===== src/sv/ctc_pkg.sv =====
`timescale 1ns / 1ps

package ctc_pkg;

    localparam int VALUE_W    = 32;
    localparam int INDEX_W    = 8;
    localparam int COUNT_W    = 5;
    localparam int ROWCOL_W   = 4;
    localparam int SUM_W      = 64;
    localparam int ELEM_W     = 48;
    localparam int CUT_SHIFT  = 24;

    localparam logic KIND_DENSITY  = 1'b0;
    localparam logic KIND_INTEGRAL = 1'b1;

    localparam logic signed [SUM_W-1:0] SUM_MAX = 64'sd140737488355327;
    localparam logic signed [SUM_W-1:0] SUM_MIN = -64'sd140737488355328;

    // Bookkeeping that travels with each integral through the MAC pipe.
    typedef struct packed {
        logic                first;       // opens a new (a,b) sum
        logic                last_inner;  // closes the (a,b) sum
        logic                last_mat;    // (a,b) = (N-1,N-1)
        logic [ROWCOL_W-1:0] row;
        logic [ROWCOL_W-1:0] col;
    } item_tag_t;

endpackage


===== src/sv/ctc_seq.sv =====
`timescale 1ns / 1ps

module ctc_seq
    import ctc_pkg::*;
#(
    parameter int MAX_ORBITALS = 16
)
(
    input  logic                                  clk,
    input  logic                                  rst_n,
    input  logic                                  cfg_we,
    input  logic [COUNT_W-1:0]                    cfg_count,
    input  logic                                  accept,
    input  logic                                  kind,
    input  logic [INDEX_W-1:0]                    index,
    output logic                                  mem_we,
    output logic [$clog2(MAX_ORBITALS*MAX_ORBITALS)-1:0] mem_waddr,
    output logic                                  mem_re,
    output logic [$clog2(MAX_ORBITALS*MAX_ORBITALS)-1:0] mem_raddr,
    output item_tag_t                             tag
);

    localparam int AW    = $clog2(MAX_ORBITALS * MAX_ORBITALS);
    localparam int NW    = $clog2(MAX_ORBITALS + 1);
    localparam int NNW   = $clog2(MAX_ORBITALS * MAX_ORBITALS + 1);
    localparam int RW    = $clog2(MAX_ORBITALS);
    localparam int XW    = NW + COUNT_W;
    localparam int CW    = (AW > INDEX_W) ? AW : INDEX_W;
    localparam int RST_N = (MAX_ORBITALS < 16) ? MAX_ORBITALS : 16;

    logic [RW-1:0]  n_m1_reg,  n_m1_next;
    logic [AW-1:0]  nn_m1_reg, nn_m1_next;
    logic [AW-1:0]  pos_reg,   pos_next;
    logic [RW-1:0]  row_reg,   row_next;
    logic [RW-1:0]  col_reg,   col_next;

    logic [XW-1:0]  cnt_x;
    logic [NW-1:0]  n_new;
    logic [NNW-1:0] nn_new;
    logic           integral;
    logic           last_inner;
    logic           row_end;
    logic           col_end;

    // Clamp the count: zero means one, above the store means the store size.
    always_comb
    begin
        cnt_x = XW'(cfg_count);
        if (cnt_x == '0)
        begin
            n_new = NW'(1);
        end
        else if (cnt_x > XW'(MAX_ORBITALS))
        begin
            n_new = NW'(MAX_ORBITALS);
        end
        else
        begin
            n_new = NW'(cnt_x);
        end
        nn_new     = NNW'(n_new) * NNW'(n_new);
        n_m1_next  = RW'(n_new - NW'(1));
        nn_m1_next = AW'(nn_new - NNW'(1));
    end

    assign integral   = accept && (kind == KIND_INTEGRAL);
    assign last_inner = (pos_reg == nn_m1_reg);
    assign row_end    = (row_reg == n_m1_reg);
    assign col_end    = (col_reg == n_m1_reg);

    always_comb
    begin
        pos_next = pos_reg;
        row_next = row_reg;
        col_next = col_reg;
        if (cfg_we)
        begin
            pos_next = '0;
            row_next = '0;
            col_next = '0;
        end
        else if (integral)
        begin
            if (last_inner)
            begin
                pos_next = '0;
                if (col_end)
                begin
                    col_next = '0;
                    row_next = row_end ? '0 : row_reg + RW'(1);
                end
                else
                begin
                    col_next = col_reg + RW'(1);
                end
            end
            else
            begin
                pos_next = pos_reg + AW'(1);
            end
        end
    end

    always_ff @(posedge clk or negedge rst_n)
    begin
        if (!rst_n)
        begin
            n_m1_reg  <= RW'(RST_N - 1);
            nn_m1_reg <= AW'(RST_N * RST_N - 1);
            pos_reg   <= '0;
            row_reg   <= '0;
            col_reg   <= '0;
        end
        else
        begin
            if (cfg_we)
            begin
                n_m1_reg  <= n_m1_next;
                nn_m1_reg <= nn_m1_next;
            end
            pos_reg <= pos_next;
            row_reg <= row_next;
            col_reg <= col_next;
        end
    end

    // Loads at or past N*N are dropped.
    assign mem_we    = accept && (kind == KIND_DENSITY) && (CW'(index) <= CW'(nn_m1_reg));
    assign mem_waddr = AW'(index);
    assign mem_re    = integral;
    assign mem_raddr = pos_reg;

    always_comb
    begin
        tag.first      = (pos_reg == '0);
        tag.last_inner = last_inner;
        tag.last_mat   = row_end && col_end;
        tag.row        = ROWCOL_W'(row_reg);
        tag.col        = ROWCOL_W'(col_reg);
    end

endmodule


===== config.mk =====
export PLATFORM = sky130hd
export DESIGN_NAME = ctc_seq
export DESIGN_NICKNAME = d
export VERILOG_FILES = /design/src/sv/ctc_pkg.sv /design/src/sv/ctc_seq.sv
export SDC_FILE = /design/constraint.sdc
export NUM_CORES = 1
export LEC_CHECK = 0
export ABC_AREA = 1
export BUFFER_PORTS_ARGS = -buffer_cell sky130_fd_sc_hd__buf_2
export CORE_MARGIN = 8
export CORE_UTILIZATION = 50
export DETAILED_ROUTE_END_ITERATION = 10
export HOLD_SLACK_MARGIN = 0.1
export PLACE_DENSITY = 0.84
export SLEW_MARGIN = 15
export SYNTH_ARGS = -nofsm -noshare
export SYNTH_HDL_FRONTEND = slang
export SYNTH_SLANG_ARGS = --single-unit

===== constraint.sdc =====
create_clock -name clk -period 1.53 [get_ports clk]
set_input_delay 0.2295 -clock clk [delete_from_list [all_inputs] [get_ports clk]]
set_output_delay 0.2295 -clock clk [all_outputs]
set_load 0.01 [all_outputs]

Word level (Yosys, flattened, before mapping). Cells that the tools add are included.

Bits of input ports: 18. ROM bits: 0. Bits in writable memories: 0. Memories kept: 0. Flip-flop bits (word level): 28. Bits in latches: 0. Output and inout bits: 29. Word-level logic and storage cells: 42.

Equal/unequal tests: 3. Shift-type cells: 0. $add $sub $neg: 5. Order comparisons: 2. $mul: 1. Divide/modulo/power cells: 0. Bitwise logic cells: 1. Reduce and logical (&&, ||, !) cells: 11. Multiplexer cells: 14.

Operators by type and width (number): $mux 4 (9); $mux 8 (3); $mux 5 (2); $add 4x1->4 const B (2); $add 8x1->8 const B (1); $eq 4x4->1 (2); $eq 8x8->1 (1); $le 8x8->1 (1); $logic_not 8->1 (1); $mul 5x5->8 (1); $sub 8x1->8 const B (1); $reduce_bool 2->1 (3); $gt 5x5->1 const B (1); $logic_not 5->1 (1); $logic_and 1x1->1 (4); $sub 4x1->4 const B (1); $reduce_and 3->1 (1); $reduce_and 2->1 (1); $not 1->1 (1).

Depth between registers and ports, before layout.
Depth after elaboration: 6. Depth in mapped cells: 17. Mapped depth without buffers: 17.

Worst setup path before layout. No wires, ideal clock.

Kind: input to register. From: input cfg_count[4]. To: register nn_m1_reg[7]. Library setup time: 77 ps. Path slack: -1267 ps. Data required time: 1453 ps. Arrival time: 2720 ps. Stages: 15. Buffers on the path: 0. Cell sequence: inv_1 nand2_1 nor2_1 ha_1 fa_1 fa_1 inv_1 ha_1 inv_1 nor3_1 nand4_1 nand2_1 nand2_1 nand3_1 nand2_1.

Word-level cells in the longest chain between the ends: 5. Elaborated cells on any way between the ends: 6. Those cells by class: 1 x add/sub; 1 x mul; 1 x order compare; 2 x mux; 1 x reduce/logical.

Ends and longest elaborated chain: from (decl) (RTL line ctc_seq.sv:12) `input logic [COUNT_W-1:0] cfg_count,`; $gt 5x5->1 (RTL line ctc_seq.sv:53) `else if (cnt_x > XW'(MAX_ORBITALS))`; $mux 5 (RTL line ctc_seq.sv:53); $mux 5 * (RTL line ctc_seq.sv:49) `if (cnt_x == '0)`; $mul 5x5->8 * (RTL line ctc_seq.sv:61) `nn_new = NNW'(n_new) * NNW'(n_new);`; $sub 8x1->8 * (RTL line ctc_seq.sv:63) `nn_m1_next = AW'(nn_new - NNW'(1));`; to (signal assigned) (RTL line ctc_seq.sv:109) `nn_m1_reg <= AW'(RST_N * RST_N - 1);`; to (signal assigned) (RTL line ctc_seq.sv:119) `nn_m1_reg <= nn_m1_next;`; to (decl) (RTL line ctc_seq.sv:32) `logic [AW-1:0] nn_m1_reg, nn_m1_next;`.

Every way passes the cells marked *; elsewhere a longest branch is shown, timed or not. A chain may end at the register's enable or synchronous reset.

Worst setup path in the final report. Ends and elaborated chain as after synthesis.

==> out/results.ini <==
[sta]
finalCritPeriodShare=1.61
hold_violations=0
worst_pin_slew_ns=0.581
fin_skew_ns=0.00314
fmax_mhz=407
setup_viol=25
relSlewSlack=0.613
grt_setup_unrepaired=yes
setup_ws_ns=-0.930
drv_slew=0
period_minus_slack_ns=2.46

[clocking]
root_buffer=clkbuf_8
clockBufferDepth=2
cts.sinks=26
clkTransAtPathRegs_ns=0.09
cts_htree_levels=1
tritoncts=yes
numCtsBuffers=3
insertion_delay_ns=0.27

[synthesis]
synth_top_area_share=0.171
syn_area_um2=2340
yosys_warnings=0
syn_area_per_cell_um2=7.19
syn_inst=325
syn_nets=372
synth_edf_count=0
yosysUniqueCellTypes=33
synth.area.top_cells=dfrtp_1 (17%), nand2_1 (14%), ha_1 (13%)
ys_seq_elements=26
ys_seq_area_frac=0.284
synth_ff_type=dfrtp_1
async_flop_share=1.00
yosysTopAreaCell=dfrtp_1

[floorplan]
dieHeight_um=84.4
ios=47
dieWidth_um=84.4
start_util=0.508
coreArea_um2=4600
row_count=25
dieArea_um2=7110

[drt]
routedWlPerCell_um=15.8
final_antenna_net_count=0
drt_wl_total_mm=7.42
dr_total_vias=2550
drc=0
drt_pre_antenna_iters=4
first_iter_violations=189
vias_per_cell=5.45

[pwr]
power_density_nw_per_um2=808
vdd_drop_max_uv=716
total_power_w=0.00278
power_leakage_nw=1.75

[critical_path]
crit_slowest_cell=fa_1
critPathMaxStageDelay_ns=0.53
worstSetupStartpoint=cfg_count[4]
critPathKind=in2reg
cp-end-kind=register
critical_path_peak_fanout=3
crit_required_ns=1.74
path_cells=buf_8 > clkinvlp_4 > nand2_4 > nor2_2 > ha_1 > inv_2 > fa_2 > fa_1 > inv_2 > ha_4 > inv_2 > nor3_2 > nand4_1 > nand2_1 > nand2_1 > nand3_1 > nand2_1
r2r-start=nn_m1_reg[1]
crit_path_start_kind=input pin
critPathArrivalTime_ns=2.67

[layout]
stdcell_area_um2=3440
largest_register_ff_count=8
multiInputGateArea_um2=1740
regArea_um2=664
final_common_cell=nand2_1
n_antenna_cell=0
num-fill-cells=296
drive_above_1_share=0.469
final_cells=468
final_cell_mix=nand2_1 (70), buf_2 (41), buf_4 (39)
nets=462
area_growth_syn_to_layout_pct=47.1

[global_routing]
grt_usage=0.179
antenna_found_initial=0
grt_first_pass_wirelength_mm=10.8
grt_start_max_net_pins=27
grt_overflow=0
grt_pass1_vias=2476

[status]
status=finished, violations left
violations=setup timing

[place]
place.gp.congestion=0.949
dp_hpwl_mm=4.77
place_area_um2=2960
dp.cells=450
portBuffers=46

[min_path]
holdCritPathClass=in2reg
hold_start=cfg_we

[run]
cap_viol_max_count=0

[worst max-delay path, delay by kind of cell]
kind          cells  cell delay, ns
buf+inv           5            0.32
simple gates      8            0.70
fa+ha+maj         4            1.44
[cells in the mapped netlist, types with 2 or more instances]
| cell type | n |
|---|---|
| nand4_1 | 9 |
| ha_1 | 24 |
| a21oi_1 | 14 |
| conb_1 | 2 |
| dfrtp_1 | 16 |
| inv_1 | 53 |
| nand3_1 | 16 |
| o21ai_1 | 3 |
| xnor2_1 | 7 |
| nor2_1 | 30 |
| inv_2 | 3 |
| nand2_2 | 3 |
| buf_4 | 9 |
| fa_1 | 5 |
| dfstp_2 | 10 |
| nand2_1 | 89 |
| o21ai_0 | 9 |
| clkbuf_1 | 2 |
| xor2_1 | 7 |
[metrics by stage]
step                setup TNS (ns)  setup WS [ns]   util  hold WS (ns)
floorplan                    -3.82          -1.12      -       -0.0661
global placement             -5.54          -1.23  0.644         0.259
detailed placement           -6.83          -1.34  0.644         0.260
CTS                          -7.16         -0.925  0.708         0.297
global route                 -8.68          -1.08  0.747         0.326
finish                       -6.84         -0.930  0.747         0.310
[worst paths after layout]
kind / end / slack, ns / depth (start not counted)
setup / recovery: nn_m1_reg[7] / -0.93 / 17
hold / removal: nn_m1_reg[6] / 0.31 / 4
setup reg to reg: mem_raddr[0] / -0.22 / 13
hold reg to reg: n_m1_reg[3] / 0.53 / 2
max in group asynchronous: mem_raddr[0] / 0.64 / 2
min in group asynchronous: mem_raddr[4] / 0.48 / 2
[cell type report]
type	instances	share of cell area
clock buffers	4	0.0160
multi-input cells	231	0.505
flip-flops and latches	26	0.193
well taps	54	0.0197
inverters	56	0.0641
repair buffers	97	0.201
[repair_timing]
action,in CTS,in global routing
cloned,1,0
endpoints found under the setup margin,25,25
endpoints found under the hold margin,16,0
buffers inserted,10,9
pin swaps,19,27
resized for setup,40,52
hold buffers,1,0
[metal layers]
metal / global-route usage / wire (um)
met5: 0 / 0
met1: 0.200 / 2800
met3: 0.0378 / 501
met2: 0.323 / 3840
met4: 0.0633 / 265
[power by group]
| part | internal [W] | total, W | switching [W] |
|---|---|---|---|
| Sequential | 0.000819 | 0.000947 | 0.000128 |
| Combinational | 0.000642 | 0.00138 | 0.000733 |
| Clock | 0.000231 | 0.000454 | 0.000223 |
[cells by family (layout without fill, tap and decap cells)]
family,after synthesis,after routing,synth area share
AOI/OAI and AO/OA,31,31,0.0723
other,2,2,0.00321
and+or+nand+nor,154,155,0.288
buffers and inverters,69,157,0.129
xor gates and xnor gates,14,14,0.0525
DFF,26,26,0.284
adders and majority gates,29,29,0.171
Note: power is estimated with default switching activity, not from simulation.
