--- src/sv/ctc_pkg.sv ---
`timescale 1ns / 1ps

package ctc_pkg;

    localparam int VALUE_W    = 32;
    localparam int INDEX_W    = 8;
    localparam int COUNT_W    = 5;
    localparam int ROWCOL_W   = 4;
    localparam int SUM_W      = 64;
    localparam int ELEM_W     = 48;
    localparam int CUT_SHIFT  = 24;

    localparam logic KIND_DENSITY  = 1'b0;
    localparam logic KIND_INTEGRAL = 1'b1;

    localparam logic signed [SUM_W-1:0] SUM_MAX = 64'sd140737488355327;
    localparam logic signed [SUM_W-1:0] SUM_MIN = -64'sd140737488355328;

    // Bookkeeping that travels with each integral through the MAC pipe.
    typedef struct packed {
        logic                first;       // opens a new (a,b) sum
        logic                last_inner;  // closes the (a,b) sum
        logic                last_mat;    // (a,b) = (N-1,N-1)
        logic [ROWCOL_W-1:0] row;
        logic [ROWCOL_W-1:0] col;
    } item_tag_t;

endpackage

--- src/sv/ctc_mac.sv ---
`timescale 1ns / 1ps

module ctc_mac
    import ctc_pkg::*;
(
    input  logic               clk,
    input  logic               rst_n,
    input  logic               load,
    input  logic [VALUE_W-1:0] value,
    input  item_tag_t          tag,
    input  logic [VALUE_W-1:0] density,
    output logic               ready,
    output logic               out_valid,
    input  logic               out_ready,
    output logic [ROWCOL_W-1:0] out_row,
    output logic [ROWCOL_W-1:0] out_col,
    output logic [ELEM_W-1:0]  out_value,
    output logic               out_sat,
    output logic               out_last
);

    // Stage A: integral value beside the density word read from the store.
    logic                      a_valid_reg;
    logic signed [VALUE_W-1:0] a_value_reg;
    item_tag_t                 a_tag_reg;
    // Stage B: full product.
    logic                      b_valid_reg;
    logic signed [SUM_W-1:0]   b_prod_reg;
    item_tag_t                 b_tag_reg;
    // Stage C: running sum; valid only when it holds a finished element.
    logic                      c_valid_reg;
    logic signed [SUM_W-1:0]   sum_reg, sum_next;
    item_tag_t                 c_tag_reg;
    // Stage D: saturated result on the output.
    logic                      d_valid_reg;
    logic [ELEM_W-1:0]         d_value_reg;
    logic                      d_sat_reg;
    logic                      d_last_reg;
    logic [ROWCOL_W-1:0]       d_row_reg;
    logic [ROWCOL_W-1:0]       d_col_reg;

    logic d_free, c_move, c_free, b_move, b_free, a_move, a_free;
    logic signed [SUM_W-1:0] cut;
    logic sat_hi, sat_lo;

    assign d_free = !d_valid_reg || out_ready;
    assign c_move = c_valid_reg && d_free;
    assign c_free = !c_valid_reg || c_move;
    assign b_move = b_valid_reg && c_free;
    assign b_free = !b_valid_reg || b_move;
    assign a_move = a_valid_reg && b_free;
    assign a_free = !a_valid_reg || a_move;

    // Arithmetic shift right floors, as the cut to Q16.24 requires.
    assign cut      = b_prod_reg >>> CUT_SHIFT;
    assign sum_next = (b_tag_reg.first ? '0 : sum_reg) + cut;
    assign sat_hi   = sum_reg > SUM_MAX;
    assign sat_lo   = sum_reg < SUM_MIN;

    always_ff @(posedge clk or negedge rst_n)
    begin
        if (!rst_n)
        begin
            a_valid_reg <= 1'b0;
            b_valid_reg <= 1'b0;
            c_valid_reg <= 1'b0;
            d_valid_reg <= 1'b0;
        end
        else
        begin
            if (load)
            begin
                a_valid_reg <= 1'b1;
            end
            else if (a_move)
            begin
                a_valid_reg <= 1'b0;
            end

            if (a_move)
            begin
                b_valid_reg <= 1'b1;
            end
            else if (b_move)
            begin
                b_valid_reg <= 1'b0;
            end

            if (b_move)
            begin
                c_valid_reg <= b_tag_reg.last_inner;
            end
            else if (c_move)
            begin
                c_valid_reg <= 1'b0;
            end

            if (c_move)
            begin
                d_valid_reg <= 1'b1;
            end
            else if (out_ready)
            begin
                d_valid_reg <= 1'b0;
            end
        end
    end

    always_ff @(posedge clk)
    begin
        if (load)
        begin
            a_value_reg <= $signed(value);
            a_tag_reg   <= tag;
        end
        if (a_move)
        begin
            b_prod_reg <= SUM_W'(a_value_reg) * SUM_W'($signed(density));
            b_tag_reg  <= a_tag_reg;
        end
        if (b_move)
        begin
            sum_reg   <= sum_next;
            c_tag_reg <= b_tag_reg;
        end
        if (c_move)
        begin
            priority if (sat_hi)
            begin
                d_value_reg <= SUM_MAX[ELEM_W-1:0];
            end
            else if (sat_lo)
            begin
                d_value_reg <= SUM_MIN[ELEM_W-1:0];
            end
            else
            begin
                d_value_reg <= sum_reg[ELEM_W-1:0];
            end
            d_sat_reg  <= sat_hi || sat_lo;
            d_last_reg <= c_tag_reg.last_mat;
            d_row_reg  <= c_tag_reg.row;
            d_col_reg  <= c_tag_reg.col;
        end
    end

    assign ready     = a_free;
    assign out_valid = d_valid_reg;
    assign out_row   = d_row_reg;
    assign out_col   = d_col_reg;
    assign out_value = d_value_reg;
    assign out_sat   = d_sat_reg;
    assign out_last  = d_last_reg;

endmodule

--- config.mk ---
export PLATFORM = sky130hd
export DESIGN_NAME = ctc_mac
export DESIGN_NICKNAME = d
export VERILOG_FILES = /design/src/sv/ctc_pkg.sv /design/src/sv/ctc_mac.sv
export SDC_FILE = /design/constraint.sdc
export NUM_CORES = 2
export LEC_CHECK = 0
export BUFFER_PORTS_ARGS = -buffer_cell sky130_fd_sc_hd__buf_2
export CAP_MARGIN = 0
export CORE_MARGIN = 3
export CORE_UTILIZATION = 35
export CTS_CLUSTER_SIZE = 14
export DETAILED_ROUTE_END_ITERATION = 16
export GPL_TIMING_DRIVEN = 1
export HOLD_SLACK_MARGIN = 0.15
export SLEW_MARGIN = 20
export SYNTH_ARGS = -nofsm -noshare
export SYNTH_HDL_FRONTEND = slang
export SYNTH_SLANG_ARGS = --single-unit
export TNS_END_PERCENT = 5
--- constraint.sdc ---
create_clock -name clk -period 14.7 [get_ports clk]
set_clock_uncertainty 0.05 [all_clocks]
set_input_delay 0.735 -clock clk [delete_from_list [all_inputs] [get_ports clk]]
set_output_delay 0.735 -clock clk [all_outputs]
set_load 0.01 [all_outputs]
# Yosys cells after proc, flatten, opt, wreduce, memory -nomap -nowiden
# Cells that the tools add are included.
# word_totals
register_bits	253
input_bits	79
output_inout_bits	60
wordCells	55
# classes
add_sub_neg	1
multipliers	1
order_cmp	2
muxes	10
n_reduce_logical	16
# op_table
operator	n
64-bit adder	1
64-bit by 48-bit > comparator with 1-bit output (second input constant)	1
64-bit by 48-bit less-than comparator with 1-bit output (second input constant)	1
32-bit by 32-bit multiplier with 64-bit output	1
64-bit 2-to-1 mux	1
48-bit 2-to-1 mux	1
1-bit 2-to-1 mux	8
2-bit nonzero test	4
1-bit logical OR	5
1-bit zero test	4
1-bit logical AND	3

# Logic depth before layout (Yosys ltp)
# depth
depth_word	9
depth_mapped	28
mapped_depth_nobuf	27

# Least setup slack after synthesis
# No wires, ideal clock.
# synth_path
path_type	input-to-reg
start	in density[2]
end	reg b_prod_reg[63], data pin
setup_time_ps	260
arrival_ps	7715
required_ps	14390
slack_ps	6675
stages	24
n_path_buf	1
path_cell_list	clkbuf_1 nand2_1 inv_1 fa_1 fa_1 fa_1 fa_1 inv_1 fa_1 inv_1 fa_1 inv_1 fa_1 inv_1 fa_1 ha_1 a21o_1 a21o_1 a21oi_1 o2111ai_1 a21oi_1 o31ai_1 a21oi_1 xnor2_1
# synth_between
elab_chain_cells	1
# synth_rtl
item	line	source
from (decl)	ctc_mac.sv:11	input logic [VALUE_W-1:0] density,
32-bit by 32-bit multiplier with 64-bit output	ctc_mac.sv:118	b_prod_reg <= SUM_W'(a_value_reg) * SUM_W'($signed(density));
to (signal assigned)	ctc_mac.sv:118	
to (decl)	ctc_mac.sv:28	logic signed [SUM_W-1:0] b_prod_reg;
# No other way between the ends.
# A chain may end at the register's enable or synchronous reset.

# Worst setup path in the final report
# layout_path
start	reg a_value_reg[31]
end	reg b_prod_reg[63], data pin
# layout_between
elab_chain_cells	1
# layout_rtl
item	line	source
from (decl)	ctc_mac.sv:24	logic signed [VALUE_W-1:0] a_value_reg;
from (signal assigned)	ctc_mac.sv:113	a_value_reg <= $signed(value);
32-bit by 32-bit multiplier with 64-bit output	ctc_mac.sv:118	
# No other way between the ends.

==> impl_metrics.py <==
metrics = {
    "clocking": {
        "clk_pin_slew_worst_paths_ns": 0.06,
        "cts_resized": 0,
        "clock_latency_ns": 0.66,
        "cts_tree": "yes",
        "numCtsBuffers": 31,
        "cts.sink_count": 229,
        "postCtsSetupBuffers": 0,
        "cts_root_buf": "clkbuf_16",
        "cts.path.max_buffers": 3,
        "htreeDepth": 1,
    },
    "floorplanning": {
        "die_y_um": 372,
        "fp.dieArea_um2": 138000,
        "core_um2": 132000,
        "start_util_pct": 35.4,
        "rows": 133,
        "io-pin-count": 139,
        "die_w_um": 372,
    },
    "synthesis": {
        "yosys.area_share.xor_xnor_pct": 2.17,
        "async_flop_share_pct": 1.75,
        "synth_edf_count": 225,
        "yosys.area_share.adder_pct": 52.7,
        "synth.avg_cell_area_um2": 10.1,
        "synth_cells": 4656,
        "netlist_area_um2": 46800,
        "synth_compound_area_share_pct": 5.92,
        "synth_nets": 6060,
        "synth_mux_area_share_pct": 0,
        "synth_warnings": 0,
        "synth.ff_latch_count": 229,
        "yosys_most_used_dff": "edfxtp_1",
        "synthSimpleGateAreaFrac_pct": 14.6,
        "seq_area_frac_synth_pct": 14.6,
        "synth_top_family_by_area": "adder cells",
        "synth.distinct_cells": 77,
    },
    "final_layout": {
        "area_growth_pct": 7.49,
        "most-common-layout-cells": "1,082 x fa_1, 994 x inv_1, 540 x nand2_1",
        "fin_nets": 6055,
        "final_common_cell": "fa_1",
        "largest_reg_flops": 64,
        "drive_gt1_share_pct": 5.84,
    },
    "placed_design": {
        "hpwl_um": 95300,
        "gp_congestion": 0.913,
        "portBuffers": 138,
    },
    "drt": {
        "ant_nets": 0,
        "post_drt_wl_per_cell_um": 20.0,
        "initialDrtViolationCount": 2355,
        "dr_wl_met3_um": 12000,
        "drt_pass1_iterations": 8,
        "viasPerCell": 4.96,
        "wl_met2_um": 57100,
        "wl_met1_um": 57300,
        "drc_errors": 0,
        "maxUsedRoutingLayer": "met5",
        "dr_total_vias": 32000,
        "routed_wl_um": 129000,
    },
    "timing": {
        "fmax_mhz": 115,
        "hold_viol": 0,
        "post-route-min-period_ns": 8.71,
        "tns_ns": 0,
        "drv_slew": 0,
        "max_slew_margin_pct": 30.6,
        "tightest_slew_ns": 1.04,
        "setup_viol": 0,
        "fin_crit_sh_pct": 59.2,
        "rsz0062_at_grt": "false",
    },
    "critical_path": {
        "cp.required_ns": 15.04,
        "crit_arrival_ns": 9.05,
        "critPathLaunchType": "flop",
        "cp-end-kind": "flop",
        "crit_fanout": 32,
        "critPathKind": "reg -> reg",
    },
    "grt": {
        "antenna_found_initial": 17,
        "grt_pass1_vias": 34800,
        "grt_overflow": 0,
        "grt_max_degree": 65,
        "grt_pass1_wl_um": 204000,
        "grt_usage_pct": 19.1,
    },
    "flow_run": {
        "cap_violations": 0,
    },
    "worst_hold_path": {
        "hp-class": "in -> reg",
    },
    "run_status": {
        "outcome": "complete, no violations",
    },
}
-- what timing repair did --
action,in CTS,in global routing
endpoints found under the hold margin,6,0
setup endpoints to repair,0,0
hold buffers,3,0
-- Yosys cell counts (16+ instances only) --
| cell | number | area (um^2) |
|---|---|---|
| nor2b_1 | 77 | 482 |
| inv_1 | 994 | 3730 |
| nand4_1 | 24 | 150 |
| clkbuf_1 | 218 | 818 |
| nor2_1 | 72 | 270 |
| nand2_1 | 540 | 2030 |
| edfxtp_1 | 225 | 6760 |
| o21ai_0 | 71 | 355 |
| and2_1 | 528 | 3300 |
| xnor2_1 | 78 | 683 |
| nand3_1 | 24 | 120 |
| a21oi_1 | 122 | 611 |
| fa_1 | 1082 | 21700 |
| ha_1 | 243 | 3040 |
| a21o_1 | 88 | 661 |
| xor2_1 | 38 | 333 |
| o21a_1 | 16 | 120 |
| nand2b_1 | 24 | 150 |
-- worst max-delay path, stage by stage, from the launching register on --
cell and delay, ns:
edfxtp_1 0.32, buf_4 0.35, nand2_1 0.21, inv_1 0.12
fa_1 0.39, inv_1 0.27, fa_1 0.47, inv_1 0.22
fa_1 0.51, fa_1 0.99, inv_1 0.39, fa_1 0.58
inv_1 0.06, fa_1 0.53, inv_1 0.05, fa_1 0.47
inv_1 0.05, fa_1 0.45, ha_1 0.35, a21o_1 0.18
a21o_1 0.17, a21oi_1 0.26, o2111ai_1 0.22, a21oi_1 0.32
o31ai_1 0.16, a21oi_1 0.19, xnor2_1 0.08
-- metal layers --
layer | global-route usage, % | up-vias
met3 | 4.38 | 152
met1 | 27.6 | 16600
met2 | 29.8 | 1206
met4 | 3.15 | 8
li1 | - | 14000
met5 | 0 | -
-- worst paths after layout --
check                                 from        endpoint  slack [ns]  cells past startpoint
max                        a_value_reg[31]  b_prod_reg[63]        5.99                     26
min                               value[3]  a_value_reg[3]        0.21                      1
max reg2reg                a_value_reg[31]  b_prod_reg[63]        5.99                     26
min reg2reg                  a_tag_reg[10]   b_tag_reg[10]        0.37                      0
max in group asynchronous            rst_n     a_valid_reg       14.08                      2
min in group asynchronous            rst_n     c_valid_reg        0.39                      2
-- cell type report --
cell class                      instances  area [um^2]
Antenna cell                            9         22.5
Clock buffer                           36          805
Clock inverter                         22          218
Fill cell                           13200        81800
Inverter                              995         3730
Multi-Input combinational cell       3200        35400
Sequential cell                       229         6860
Tap cell                             1755         2200
Timing Repair Buffer                  194         1120
-- per-stage QoR --
stage          cells  cell area, um^2  hold slack, ns  util (%)  worst slack (ns)
2_1_floorplan   4656            46800           0.350         -              6.67
3_3_place_gp    6370            49300           0.350      37.3              5.57
3_5_place_dp    6370            49300           0.355      37.3              5.47
4_1_cts         6431            50300           0.152      38.1              5.93
5_1_grt         6431            50300           0.170      38.1              5.44
6_report        6440            50300           0.211      38.1              5.99
-- logic make-up (layout without fill, tap and decap cells) --
kind of cell	after synthesis	count (layout)
DFF	229	229
xor gates and xnor gates	116	116
and+or+nand+nor	1343	1343
AOI/OAI and AO/OA	416	416
adders and majority gates	1325	1325
other	0	9
buffers and inverters	1227	1247
Power is left out: the tool's default activity adds up to more than one toggle a clock period on the data nets, which glitch-free logic cannot reach.
